`src/design/rbt_ram.sv`:
```
// generic single-write, single-read ram with registered read data
// no dependencies
`default_nettype none

module rbt_ram #(
    parameter int WIDTH = 64,
    parameter int DEPTH = 64,
    localparam int ADDR_W = (DEPTH > 1) ? $clog2(DEPTH) : 1
) (
    input  logic              clk,
    input  logic              wr_en,
    input  logic [ADDR_W-1:0] wr_addr,
    input  logic [WIDTH-1:0]  wr_data,
    input  logic              rd_en,
    input  logic [ADDR_W-1:0] rd_addr,
    output logic [WIDTH-1:0]  rd_data
);

    logic [WIDTH-1:0] mem_reg [DEPTH];
    logic [WIDTH-1:0] rd_data_reg;

    always_ff @(posedge clk)
    begin
        if (wr_en)
        begin
            mem_reg[wr_addr] <= wr_data;
        end
        if (rd_en)
        begin
            rd_data_reg <= mem_reg[rd_addr];
        end
    end

    assign rd_data = rd_data_reg;

endmodule

`default_nettype wire

```
`config.mk`:
```
export PLATFORM = sky130hd
export DESIGN_NAME = rbt_ram
export DESIGN_NICKNAME = d
export VERILOG_FILES = /design/src/design/rbt_ram.sv
export SDC_FILE = /design/constraint.sdc
export NUM_CORES = 2
export LEC_CHECK = 0
export ABC_CLOCK_PERIOD_IN_PS = 17900
export BUFFER_PORTS_ARGS = -buffer_cell sky130_fd_sc_hd__buf_4
export CAP_MARGIN = 10
export CORE_ASPECT_RATIO = 2
export CORE_UTILIZATION = 65
export CTS_BUF_LIST = sky130_fd_sc_hd__clkbuf_4 sky130_fd_sc_hd__clkbuf_8
export DETAILED_ROUTE_END_ITERATION = 7
export GPL_TIMING_DRIVEN = 1
export PLACE_DENSITY = 0.83
export SLEW_MARGIN = 5
export SYNTH_ARGS = -nofsm -noshare
export SYNTH_HDL_FRONTEND = slang
export SYNTH_SLANG_ARGS = --single-unit
```
`constraint.sdc`:
```
create_clock -name clk -period 17.9 [get_ports clk]
set_input_delay 3.58 -clock clk [delete_from_list [all_inputs] [get_ports clk]]
set_output_delay 3.58 -clock clk [all_outputs]
set_load 0.05 [all_outputs]
```
==> results.txt <==
slowest stage cell, crit path: buf_4
# setup viols final: 0
top_reg_cell synth: edfxtp_1
CTS resizes: 0
PortBufs: 142
CP Buf/Inv Count: 4
num rows: 254
RSZ-0062 raised after global routing: no
post-synthesis cell type count: 32
H-tree depth: 6
initial antenna violation count: 30
Critical Path Start Type: input pin
Inserted Clock Buffers: 538
Starting Density: 0.655
first-pass GRT wire length: 636,000 um
Crit path arrival time: 8.41 ns
DRT iter0 DRCs: 14,000
Slew headroom: 0.150
worst skew pair latency: 1.06 ns
die width: 350 um
clock-pin slew on the worst setup and hold paths: 0.07 ns
Synthesized Nets: 6,677
grt ovf: 0
DR vias: 81,900
Worst Path Class, Setup: input pin to register
synthesized instance count: 6,598
Core Region: 240,000 um^2
number of flops mapped to enable cells by yosys: 4,160
Synth Warn #: 0
most common cell in the netlist: edfxtp_1
data required time of the worst path: 18.69 ns
crit-path leading delay family: buffers and inverters
minimum clock period: 7.61 ns
Final Max Slew Viols: 0
Tcrit/Tclk final: 0.425
antenna-violating nets left: 0
Routed WL: 465,000 um
clk_skew: 0.0637 ns
Sink Count: 4,160
pwr dens: 109 nW/um^2
CTS tree: built
largest net degree at the start of global routing: 109
Die Height: 697 um
Worst-Margin Slew: 1.28 ns
Pre-antenna DRT Iters: 8
critical-path cell list: buf_8, buf_12, buf_4, buf_4, mux4_2, o221ai_1, o22ai_1, and3_1
Clock power frac: 0.376
Post-synth top cells: edfxtp_1 (4,160), mux4_2 (1,024), buf_2 (170)
vias in the first global route: 83,900
area share of the largest cell type after synthesis: 0.796
Comb power frac: 0.051
outcome: completed
setup_tns: 0 ns
register bit total from synthesis: 4,160
most used cell, CP: buf_4
Internal Pwr Total: 14.7 mW
Post-DP HPWL: 240,000 um
# Post-CTS Setup Buffers: 0
fill count: 11,900
Lkg Pwr: 54.0 nW
die area: 244,000 um^2
synthesized area per cell: 23.8 um^2
Crit path largest cell delay: 1.02 ns
Synth area leaders: edfxtp_1 (80%), mux4_2 (15%), mux2i_1 (0.86%), a22oi_1 (0.80%), buf_2 (0.54%)
Layout area overhead: 10.3%
hold buffer count at CTS: 0
Routed wire per std cell: 43.3 um
Crit. End Element: register
nets: 7,185
root buf cell: clkbuf_8
Top Ports: 143
top cell type by total area after synthesis: edfxtp_1
sequential power share: 0.573
Clock Path Buffers: 4
Core Util, Final: 0.723
Synth async-reset ratio: 0
sequential cell area fraction in the yosys report: 0.796
Syn Std Cell Area: 157,000 um^2
gr usage total: 0.387
Max VDD drop: 67.0 uV
R2R setup slack: 15.45 ns
crit path max fanout: 103
switching power total: 4.19 mW
max reg flops: 4,096
DRC: 0
fmax: 0.131 GHz
Final Wtd Congestion: 0.833
sw frac: 0.221
Final Hold Vio Count: 0
MaxCap Viol Count: 0
drt via density: 7.63
worst hold-check path type: register to register
share of cells above drive strength 1: 0.305
-- worst reg2reg max path, stage by stage (launching register included) --
cell      delay [ns]
edfxtp_1        0.40
mux4_2          0.50
mux2i_1         0.25
nand2_1         0.11
a41oi_1         0.75
a211oi_1        0.14
-- cell usage in the layout (no fill, tap or decap), types with 9 or more instances in the layout --
master	n
edfxtp_1	4160
mux4_2	1024
clkbuf_8	558
buf_4	324
a22oi_1	168
mux2i_1	135
clkbuf_4	129
clkinv_1	120
a22o_1	88
o22ai_1	83
nor2_4	64
and3_1	64
clkinv_2	64
a211oi_1	63
nand2_1	54
nor2_1	47
nand3_1	45
o221ai_1	38
diode_2	34
or3_1	29
bufinv_16	29
or2_2	28
a41oi_1	26
nor2b_1	24
inv_1	19
a2bb2oi_1	19
a31oi_1	18
clkinvlp_4	18
buf_12	11
inv_6	10
nand2b_1	9
-- power by group through the flow --
| stage | sequential [mW] | combinational (mW) | clock, mW |
|---|---|---|---|
| final | 10.8 | 0.975 | 7.12 |
| after global placement | 11.0 | 0.909 | 0 |
| after detailed placement | 11.1 | 0.945 | 0 |
| after global routing | 10.8 | 0.998 | 7.45 |
| after CTS | 10.8 | 0.958 | 7.11 |
| after floorplan | 11.1 | 0.503 | 0 |
-- final timing paths --
path                         from     endpoint  cells past startpoint
hold reg to reg   mem_reg[55][14]  rd_data[14]                      4
setup reg to reg  mem_reg[47][21]  rd_data[21]                      5
setup / recovery       rd_addr[1]  rd_data[46]                      8
hold / removal    mem_reg[55][14]  rd_data[14]                      4
-- cells by family (layout without fill, tap and decap cells) --
| kind of cell | Yosys count | count (layout) | share of synthesized area |
|---|---|---|---|
| AOI/OAI and AO/OA | 504 | 504 | 0.0247 |
| other | 0 | 34 | 0 |
| muxes | 1159 | 1159 | 0.156 |
| DFF | 4160 | 4160 | 0.796 |
| and+or+nand+nor | 386 | 386 | 0.0123 |
| buffers and inverters | 389 | 1294 | 0.0118 |
-- metal layers --
layer,GRT usage,part of all wire
met5,0,0.00031
met4,0.322,0.10
met3,0.101,0.14
met2,0.614,0.48
met1,0.443,0.27
-- stage by stage --
stage	power (mW)	setup slack (ns)	hold WS (ns)	instance area [um^2]	instances
final	18.9	10.29	0.914	173000	10700
after detailed placement	12.0	9.43	0.911	162000	9766
after global routing	19.3	10.14	0.935	173000	10700
after floorplan	11.6	8.88	0.865	157000	6598
after CTS	18.9	10.43	0.911	173000	10700
after global placement	12.0	9.50	0.890	162000	9766
-- final cells by class --
type,count,area [um^2],area share
inverter,19,71.3,0.000412
sequential,4160,125000,0.721
clock inverter,250,1970,0.0114
antenna,34,85.1,0.000491
timing repair buffer,338,2710,0.0156
clock buffer,687,8650,0.0499
multi-input combinational,2049,30800,0.178
tap,3200,4000,0.0231
Power figures use the tool's default switching activity.
