[config.mk]
export PLATFORM = sky130hd
export DESIGN_NAME = rbt_word_locator
export DESIGN_NICKNAME = d
export VERILOG_FILES = /design/src/design/rbt_pkg.sv /design/src/design/rbt_word_locator.sv
export SDC_FILE = /design/constraint.sdc
export NUM_CORES = 1
export LEC_CHECK = 0
export ABC_CLOCK_PERIOD_IN_PS = 800
export BUFFER_PORTS_ARGS = -buffer_cell sky130_fd_sc_hd__buf_2
export CAP_MARGIN = 0
export CORE_MARGIN = 10
export CORE_UTILIZATION = 43
export CTS_CLUSTER_SIZE = 8
export DETAILED_ROUTE_END_ITERATION = 8
export PLACE_DENSITY = 0.78
export SYNTH_ARGS = -nofsm -noshare
export SYNTH_HDL_FRONTEND = slang
export SYNTH_SLANG_ARGS = --single-unit
[constraint.sdc]
create_clock -name clk -period 0.8 [get_ports clk]
set_input_delay 0 -clock clk [delete_from_list [all_inputs] [get_ports clk]]
set_output_delay 0 -clock clk [all_outputs]
set_load 0.05 [all_outputs]
[src/design/rbt_pkg.sv]
// shared constants, field widths and operation codes of the bitmap tracker
// no dependencies; compile first
`default_nettype none

package rbt_pkg;

    // default sizing of the bitmap
    localparam int DEF_MAX_BITS  = 4096;
    localparam int DEF_WORD_BITS = 64;

    // field widths on the channels
    localparam int MODE_W     = 3;
    localparam int IDX_W      = 16;
    localparam int KIND_W     = 2;
    localparam int OUT_WORD_W = 64;

    // width of a value handed to the word locator (bit index or length up to 65536)
    localparam int VAL_W       = 17;
    localparam int RECIP_SHIFT = 24;

    // result limit per command
    localparam int RESULT_LIMIT = 64;
    localparam int RES_CNT_W    = 7;

    // command modes
    localparam logic [MODE_W-1:0] MODE_SET    = 3'd0;
    localparam logic [MODE_W-1:0] MODE_FSET   = 3'd1;
    localparam logic [MODE_W-1:0] MODE_TEST   = 3'd2;
    localparam logic [MODE_W-1:0] MODE_RESIZE = 3'd3;
    localparam logic [MODE_W-1:0] MODE_LIST   = 3'd4;
    localparam logic [MODE_W-1:0] MODE_INIT   = 3'd5;

    // result kinds
    localparam logic [KIND_W-1:0] KIND_BIT  = 2'd0;
    localparam logic [KIND_W-1:0] KIND_GROW = 2'd1;
    localparam logic [KIND_W-1:0] KIND_LIST = 2'd2;
    localparam logic [KIND_W-1:0] KIND_TEST = 2'd3;

endpackage

`default_nettype wire

[src/design/rbt_word_locator.sv]
// shared word locator: splits a bit position into word number and offset
// two-stage pipeline (reciprocal multiply, then multiply back and correct); uses rbt_pkg
`default_nettype none

module rbt_word_locator import rbt_pkg::*; #(
    parameter int WORD_BITS = DEF_WORD_BITS,
    localparam int OFF_W = $clog2(WORD_BITS)
) (
    input  logic             clk,
    input  logic [VAL_W-1:0] value,
    output logic [VAL_W-1:0] quo,
    output logic [OFF_W-1:0] rem
);

    localparam int PROD_W = VAL_W + RECIP_SHIFT;
    localparam int BACK_W = VAL_W + OFF_W + 1;
    localparam logic [RECIP_SHIFT-1:0] RECIP = RECIP_SHIFT'((1 << RECIP_SHIFT) / WORD_BITS);
    localparam logic [OFF_W:0] WB = (OFF_W + 1)'(WORD_BITS);

    logic [PROD_W-1:0] prod;
    logic [VAL_W-1:0]  q0_reg, q0_next;
    logic [VAL_W-1:0]  v1_reg;
    logic [BACK_W-1:0] back;
    logic [VAL_W-1:0]  diff;
    logic [VAL_W-1:0]  quo_reg, quo_next;
    logic [OFF_W-1:0]  rem_reg, rem_next;

    // estimate is at most one below the true quotient
    assign prod    = PROD_W'(value) * PROD_W'(RECIP);
    assign q0_next = prod[RECIP_SHIFT +: VAL_W];

    assign back = BACK_W'(q0_reg) * BACK_W'(WB);
    assign diff = v1_reg - back[VAL_W-1:0];

    always_comb
    begin
        if (diff[OFF_W:0] >= WB)
        begin
            quo_next = q0_reg + VAL_W'(1);
            rem_next = OFF_W'(diff[OFF_W:0] - WB);
        end
        else
        begin
            quo_next = q0_reg;
            rem_next = diff[OFF_W-1:0];
        end
    end

    always_ff @(posedge clk)
    begin
        q0_reg  <= q0_next;
        v1_reg  <= value;
        quo_reg <= quo_next;
        rem_reg <= rem_next;
    end

    assign quo = quo_reg;
    assign rem = rem_reg;

endmodule

`default_nettype wire

==> results_dict.tcl, run 1 <==
set metrics [dict create \
    rsz0062_at_grt "yes" \
    synthAdderAreaFrac_pct 0 \
    finalCriticalPeriod_ns 0.824 \
    fmax_ghz 1.21 \
    switching_share_pct 23.7 \
    core_um2 1560 \
    vdd.ir_drop.worst_uv 2000 \
    final_layout_size_suffix_gt1_share_pct 59.6 \
    hold_class "input port to flip-flop" \
    vias 468 \
    synth_compound_area_share_pct 0 \
    cts_buffers 5 \
    nNetsFinal 116 \
    rows 14 \
    root_buffer "clkbuf_4" \
    worstPathRequired_ns 0.80 \
    clockBufferDepth 2 \
    critPathKind "flip-flop to output port" \
    slew_violations 0 \
    first_iter_violations 2 \
    synth_top_family_by_area "buffers and inverters" \
    wl_per_cell_um 14.2 \
    yosys.area_share.xor_xnor_pct 0 \
    synth-seq-cells 34 \
    netlist_area_um2 729 \
    synthCells 41 \
    synth_area_leaders "dfxtp_1, buf_4, conb_1" \
    postRouteAntennaNets 0 \
    grt_pass1_vias 537 \
    die_w_um 61.2 \
    cts.clk_slew.worst_paths_ns 0.10 \
    ios 41 \
    antenna_found_initial 0 \
    cap_viol_max_count 0 \
    placed_area_um2 893 \
    skew_ns 0.00970 \
    area_growth_pct 82.7 \
    fin_crit_sh_pct 103 \
    grt_use_total_pct 9.89 \
    drc_errors 0 \
    grt_first_pass_wirelength_um 2530 \
    cts_setup_buffers 0 \
    p_leak_nw 0.615 \
    critPathMaxStageDelay_ns 0.35 \
    portBuffers 34 \
    synth_most_common_cell "dfxtp_1" \
    synth_cell_types 3 \
    power_w 0.00346 \
    fin_area_um2 1330 \
    first_pass_iters 2 \
    yosys-top-cells-count "dfxtp_1, buf_4, conb_1" \
    p_clk_share_pct 33.6 \
    grt_overflow_total 0 \
    async_flop_share_pct 0 \
    status "complete, but fails checks" \
    p_int_w 0.00264 \
    cts_sinks 34 \
    critPathSlowestCell "dfxtp_2" \
    grt_start_max_net_pins 12 \
    start_kind "flip-flop" \
    pwr-share-seq_pct 52.9 \
    routed_wl_um 1630 \
    cts_htree_levels 2 \
    place.gp.congestion 0.579 \
    synth.area.mux_share_pct 0 \
    cp-end-kind "output port" \
    drt-vias-per-instance 4.07 \
    cts_tree "done" \
    antenna_cells 0 \
    start_util_pct 46.8 \
    avgSynthCellArea_um2 17.8 \
    reg2reg_slack_ns 0.39 \
    p_sw_w 0.000820 \
    die-area_um2 3740 \
    cp.arrival_ns 0.82 \
    cp_max_fo 1 \
    synth-warning-count 0 \
    pwr-share-comb_pct 13.5 \
    clock_latency_ns 0.32 \
    crit_family "flip-flops" \
    ys_seq_area_share_pct 93.3 \
    die_height_um 61.2 \
    worst-path-buf-inv 1 \
    synth-edff-count 0 \
    fin_ws_ns -0.0242 \
    synthSimpleGateAreaFrac_pct 0 \
    setup_viol 9 \
    yosysTopAreaCellShare_pct 93.3 \
    ys.flop_type "dfxtp_1" \
    hold_violations 0 \
    power-per-cell-area_nw_per_um2 2600 \
    violations "negative setup slack" \
    path_cells "buf_8" \
    synth_area_leader_cell "dfxtp_1" \
]
[kinds of logic (layout without fill, tap and decap cells)]
group        count (synthesis)  count (layout)
flops                       34              34
buf+inv                      6              59
other cells                  1               6
[per-stage QoR]
step | setup WS [ns] | hold WS [ns] | instances | setup TNS, ns | utilization (%)
6_report | -0.0242 | 0.295 | 115 | -0.0829 | 85.5
5_1_grt | -0.0730 | 0.296 | 115 | -0.707 | 85.5
4_1_cts | -0.0309 | 0.289 | 115 | -0.327 | 85.5
3_5_place_dp | 0.244 | 0.104 | 90 | 0 | 57.3
3_3_place_gp | 0.260 | 0.103 | 90 | 0 | 57.3
2_1_floorplan | 0.213 | 0.0277 | 46 | 0 | -
[final timing paths]
path                             to         startpoint  cells past startpoint
setup / recovery             rem[4]     rem[4]$_DFF_P_                      1
hold / removal    v1_reg[3]$_DFF_P_           value[3]                      2
setup reg to reg     rem[0]$_DFF_P_  v1_reg[0]$_DFF_P_                      0
hold reg to reg      rem[2]$_DFF_P_  v1_reg[2]$_DFF_P_                      0
[repair_timing]
item	in CTS	in global routing
setup endpoints to repair	17	17
hold buffers	17	0
hold endpoints to repair	17	0
resized for setup	68	0
[final cells by class]
cell class              count  area (um2)
flip-flops and latches     34         702
repair buffers             51         510
fillers                    75         226
clock inverters             3        40.0
clock buffers               5        37.5
multi-input cells           6        22.5
well taps                  16        20.0
[power by group through the flow]
stage          Combinational [W]  Clock (W)  Sequential (W)
2_1_floorplan          0.0000839          0         0.00200
3_3_place_gp            0.000308          0         0.00184
3_5_place_dp            0.000309          0         0.00184
4_1_cts                 0.000462    0.00119         0.00183
5_1_grt                 0.000483    0.00127         0.00184
6_report                0.000466    0.00116         0.00183
[per-layer routing]
metal / vias up / share of wire [%] / GRT usage [%]
met5: - / 0 / 0
met4: 0 / 0 / 6.84
met3: 0 / 21 / 8.44
met2: 36 / 49 / 16.7
met1: 207 / 30 / 7.13
li1: 225 / - / -
[placed cells by master (no fill, tap or decap)]
master,synthesis,layout
clkbuf_4,0,5
dfxtp_2,0,17
buf_8,0,17
clkinv_2,0,2
bufinv_16,0,1
dfxtp_1,34,17
buf_2,0,17
conb_1,1,6
dlygate4sd3_1,0,17
Note: power is estimated with default switching activity, not from simulation.
==> inputs of run 2 (changes only) <==
ABC_CLOCK_PERIOD_IN_PS = 1050   (was 800)
clock period = 1.05 ns   (was 0.8 ns; I/O delays follow)
==> results_dict.tcl, run 2 (synthesis results as in run 1) <==
set metrics [dict create \
    drc_errors 0 \
    wl_per_cell_um 13.0 \
    nNetsFinal 116 \
    fin_area_um2 1140 \
    vdd.ir_drop.worst_uv 1520 \
    crit_family "flip-flops" \
    rows 14 \
    cts_buffers 5 \
    r2r_end "rem[0]$_DFF_P_" \
    postRouteAntennaNets 0 \
    path_cells "buf_2" \
    critPathKind "flip-flop to output port" \
    die_height_um 61.2 \
    reg2reg_slack_ns 0.64 \
    die_w_um 61.2 \
    grt_start_max_net_pins 12 \
    min_from "value[4]" \
    ios 41 \
    setup_viol 0 \
    first_pass_iters 2 \
    status "finished, final reports clean" \
    tns_ns 0 \
    cts_sinks 34 \
    p_sw_w 0.000594 \
    cts_setup_buffers 0 \
    final_layout_size_suffix_gt1_share_pct 42.4 \
    slew_violations 0 \
    grt_use_total_pct 8.74 \
    fin_crit_sh_pct 85.6 \
    dp.cells 90 \
    cts_htree_levels 2 \
    power_w 0.00253 \
    grt_first_pass_wirelength_um 2210 \
    clockBufferDepth 2 \
    r2r_cells 0 \
    grt_pass1_vias 462 \
    worst-path-buf-inv 1 \
    p_clk_share_pct 34.5 \
    finalCriticalPeriod_ns 0.899 \
    grt_overflow_total 0 \
    critPathMaxStageDelay_ns 0.32 \
    portBuffers 34 \
    critPathSlowestCell "dfxtp_1" \
    root_buffer "clkbuf_4" \
    place_ws_ns 0.494 \
    hold_path_end "v1_reg[4]$_DFF_P_" \
    final_cells 115 \
    skew_ns 0.00582 \
    pwr-share-seq_pct 54.2 \
    start_util_pct 46.8 \
    routed_wl_um 1500 \
    p_int_w 0.00194 \
    clock_latency_ns 0.32 \
    p_leak_nw 0.556 \
    vias 447 \
    drt-vias-per-instance 3.89 \
    layout_common_cells "buf_2, dfxtp_1, dlygate4sd3_1" \
    rsz0062_at_grt "no" \
    fmax_ghz 1.11 \
    hold_violations 0 \
    place.gp.congestion 0.579 \
    cap_viol_max_count 0 \
    area_growth_pct 56.4 \
    hold_buffers 17 \
    ctsResizeCount 0 \
    first_iter_violations 3 \
    cp_max_fo 1 \
    core_um2 1560 \
    hold_class "input port to flip-flop" \
    antenna_cells 0 \
    start_kind "flip-flop" \
    worstPathRequired_ns 1.05 \
    power-per-cell-area_nw_per_um2 2220 \
    pwr-share-comb_pct 11.3 \
    cp.arrival_ns 0.90 \
    fin_ws_ns 0.151 \
    antenna_found_initial 0 \
    switching_share_pct 23.5 \
    reg2reg_from "v1_reg[0]$_DFF_P_" \
    die-area_um2 3740 \
    cp-end-kind "output port" \
    placed_area_um2 893 \
    hold_depth 2 \
    cts.clk_slew.worst_paths_ns 0.09 \
    cts_tree "done" \
]
-- run 2: power groups by stage --
| stage | combinational (W) | clock (W) | sequential (W) |
|---|---|---|---|
| floorplan | 0.0000639 | 0 | 0.00152 |
| global placement | 0.000235 | 0 | 0.00140 |
| detailed placement | 0.000236 | 0 | 0.00140 |
| CTS | 0.000284 | 0.000907 | 0.00137 |
| global route | 0.000300 | 0.000956 | 0.00138 |
| finish | 0.000287 | 0.000873 | 0.00137 |
-- run 2: layer usage --
metal	vias to the layer above	routed length [um]	track usage [%]
li1	224	-	-
met5	-	0	0
met1	184	418	5.79
met3	4	351	8.85
met2	35	714	14.1
met4	0	14	6.84
-- run 2: area by class of cell --
class                   count  area (um2)
multi-input cells           6        22.5
flip-flops and latches     34         681
well taps                  16        20.0
clock buffers               5        37.5
clock inverters             3        40.0
fillers                   108         418
repair buffers             51         340
-- run 2: how the worst max path moves through the flow --
stage	startpoint	end	slack (ns)	depth (start not counted)
final	rem[4]$_DFF_P_	rem[4]	0.15	1
after global routing	rem[3]$_DFF_P_	rem[3]	0.1	1
after CTS	rem[4]$_DFF_P_	rem[4]	0.12	1
after detailed placement	rem[4]$_DFF_P_	rem[4]	0.49	1
after global placement	quo[10]$_DFF_P_	quo[10]	0.51	1
after floorplan	quo[0]$_DFF_P_	quo[0]	0.46	0
-- run 2: stage by stage --
| step | utilization (%) | hold slack, ns |
|---|---|---|
| CTS | 73.2 | 0.289 |
| floorplan | - | 0.0277 |
| global route | 73.2 | 0.304 |
| finish | 73.2 | 0.314 |
| detailed placement | 57.3 | 0.104 |
| global placement | 57.3 | 0.103 |
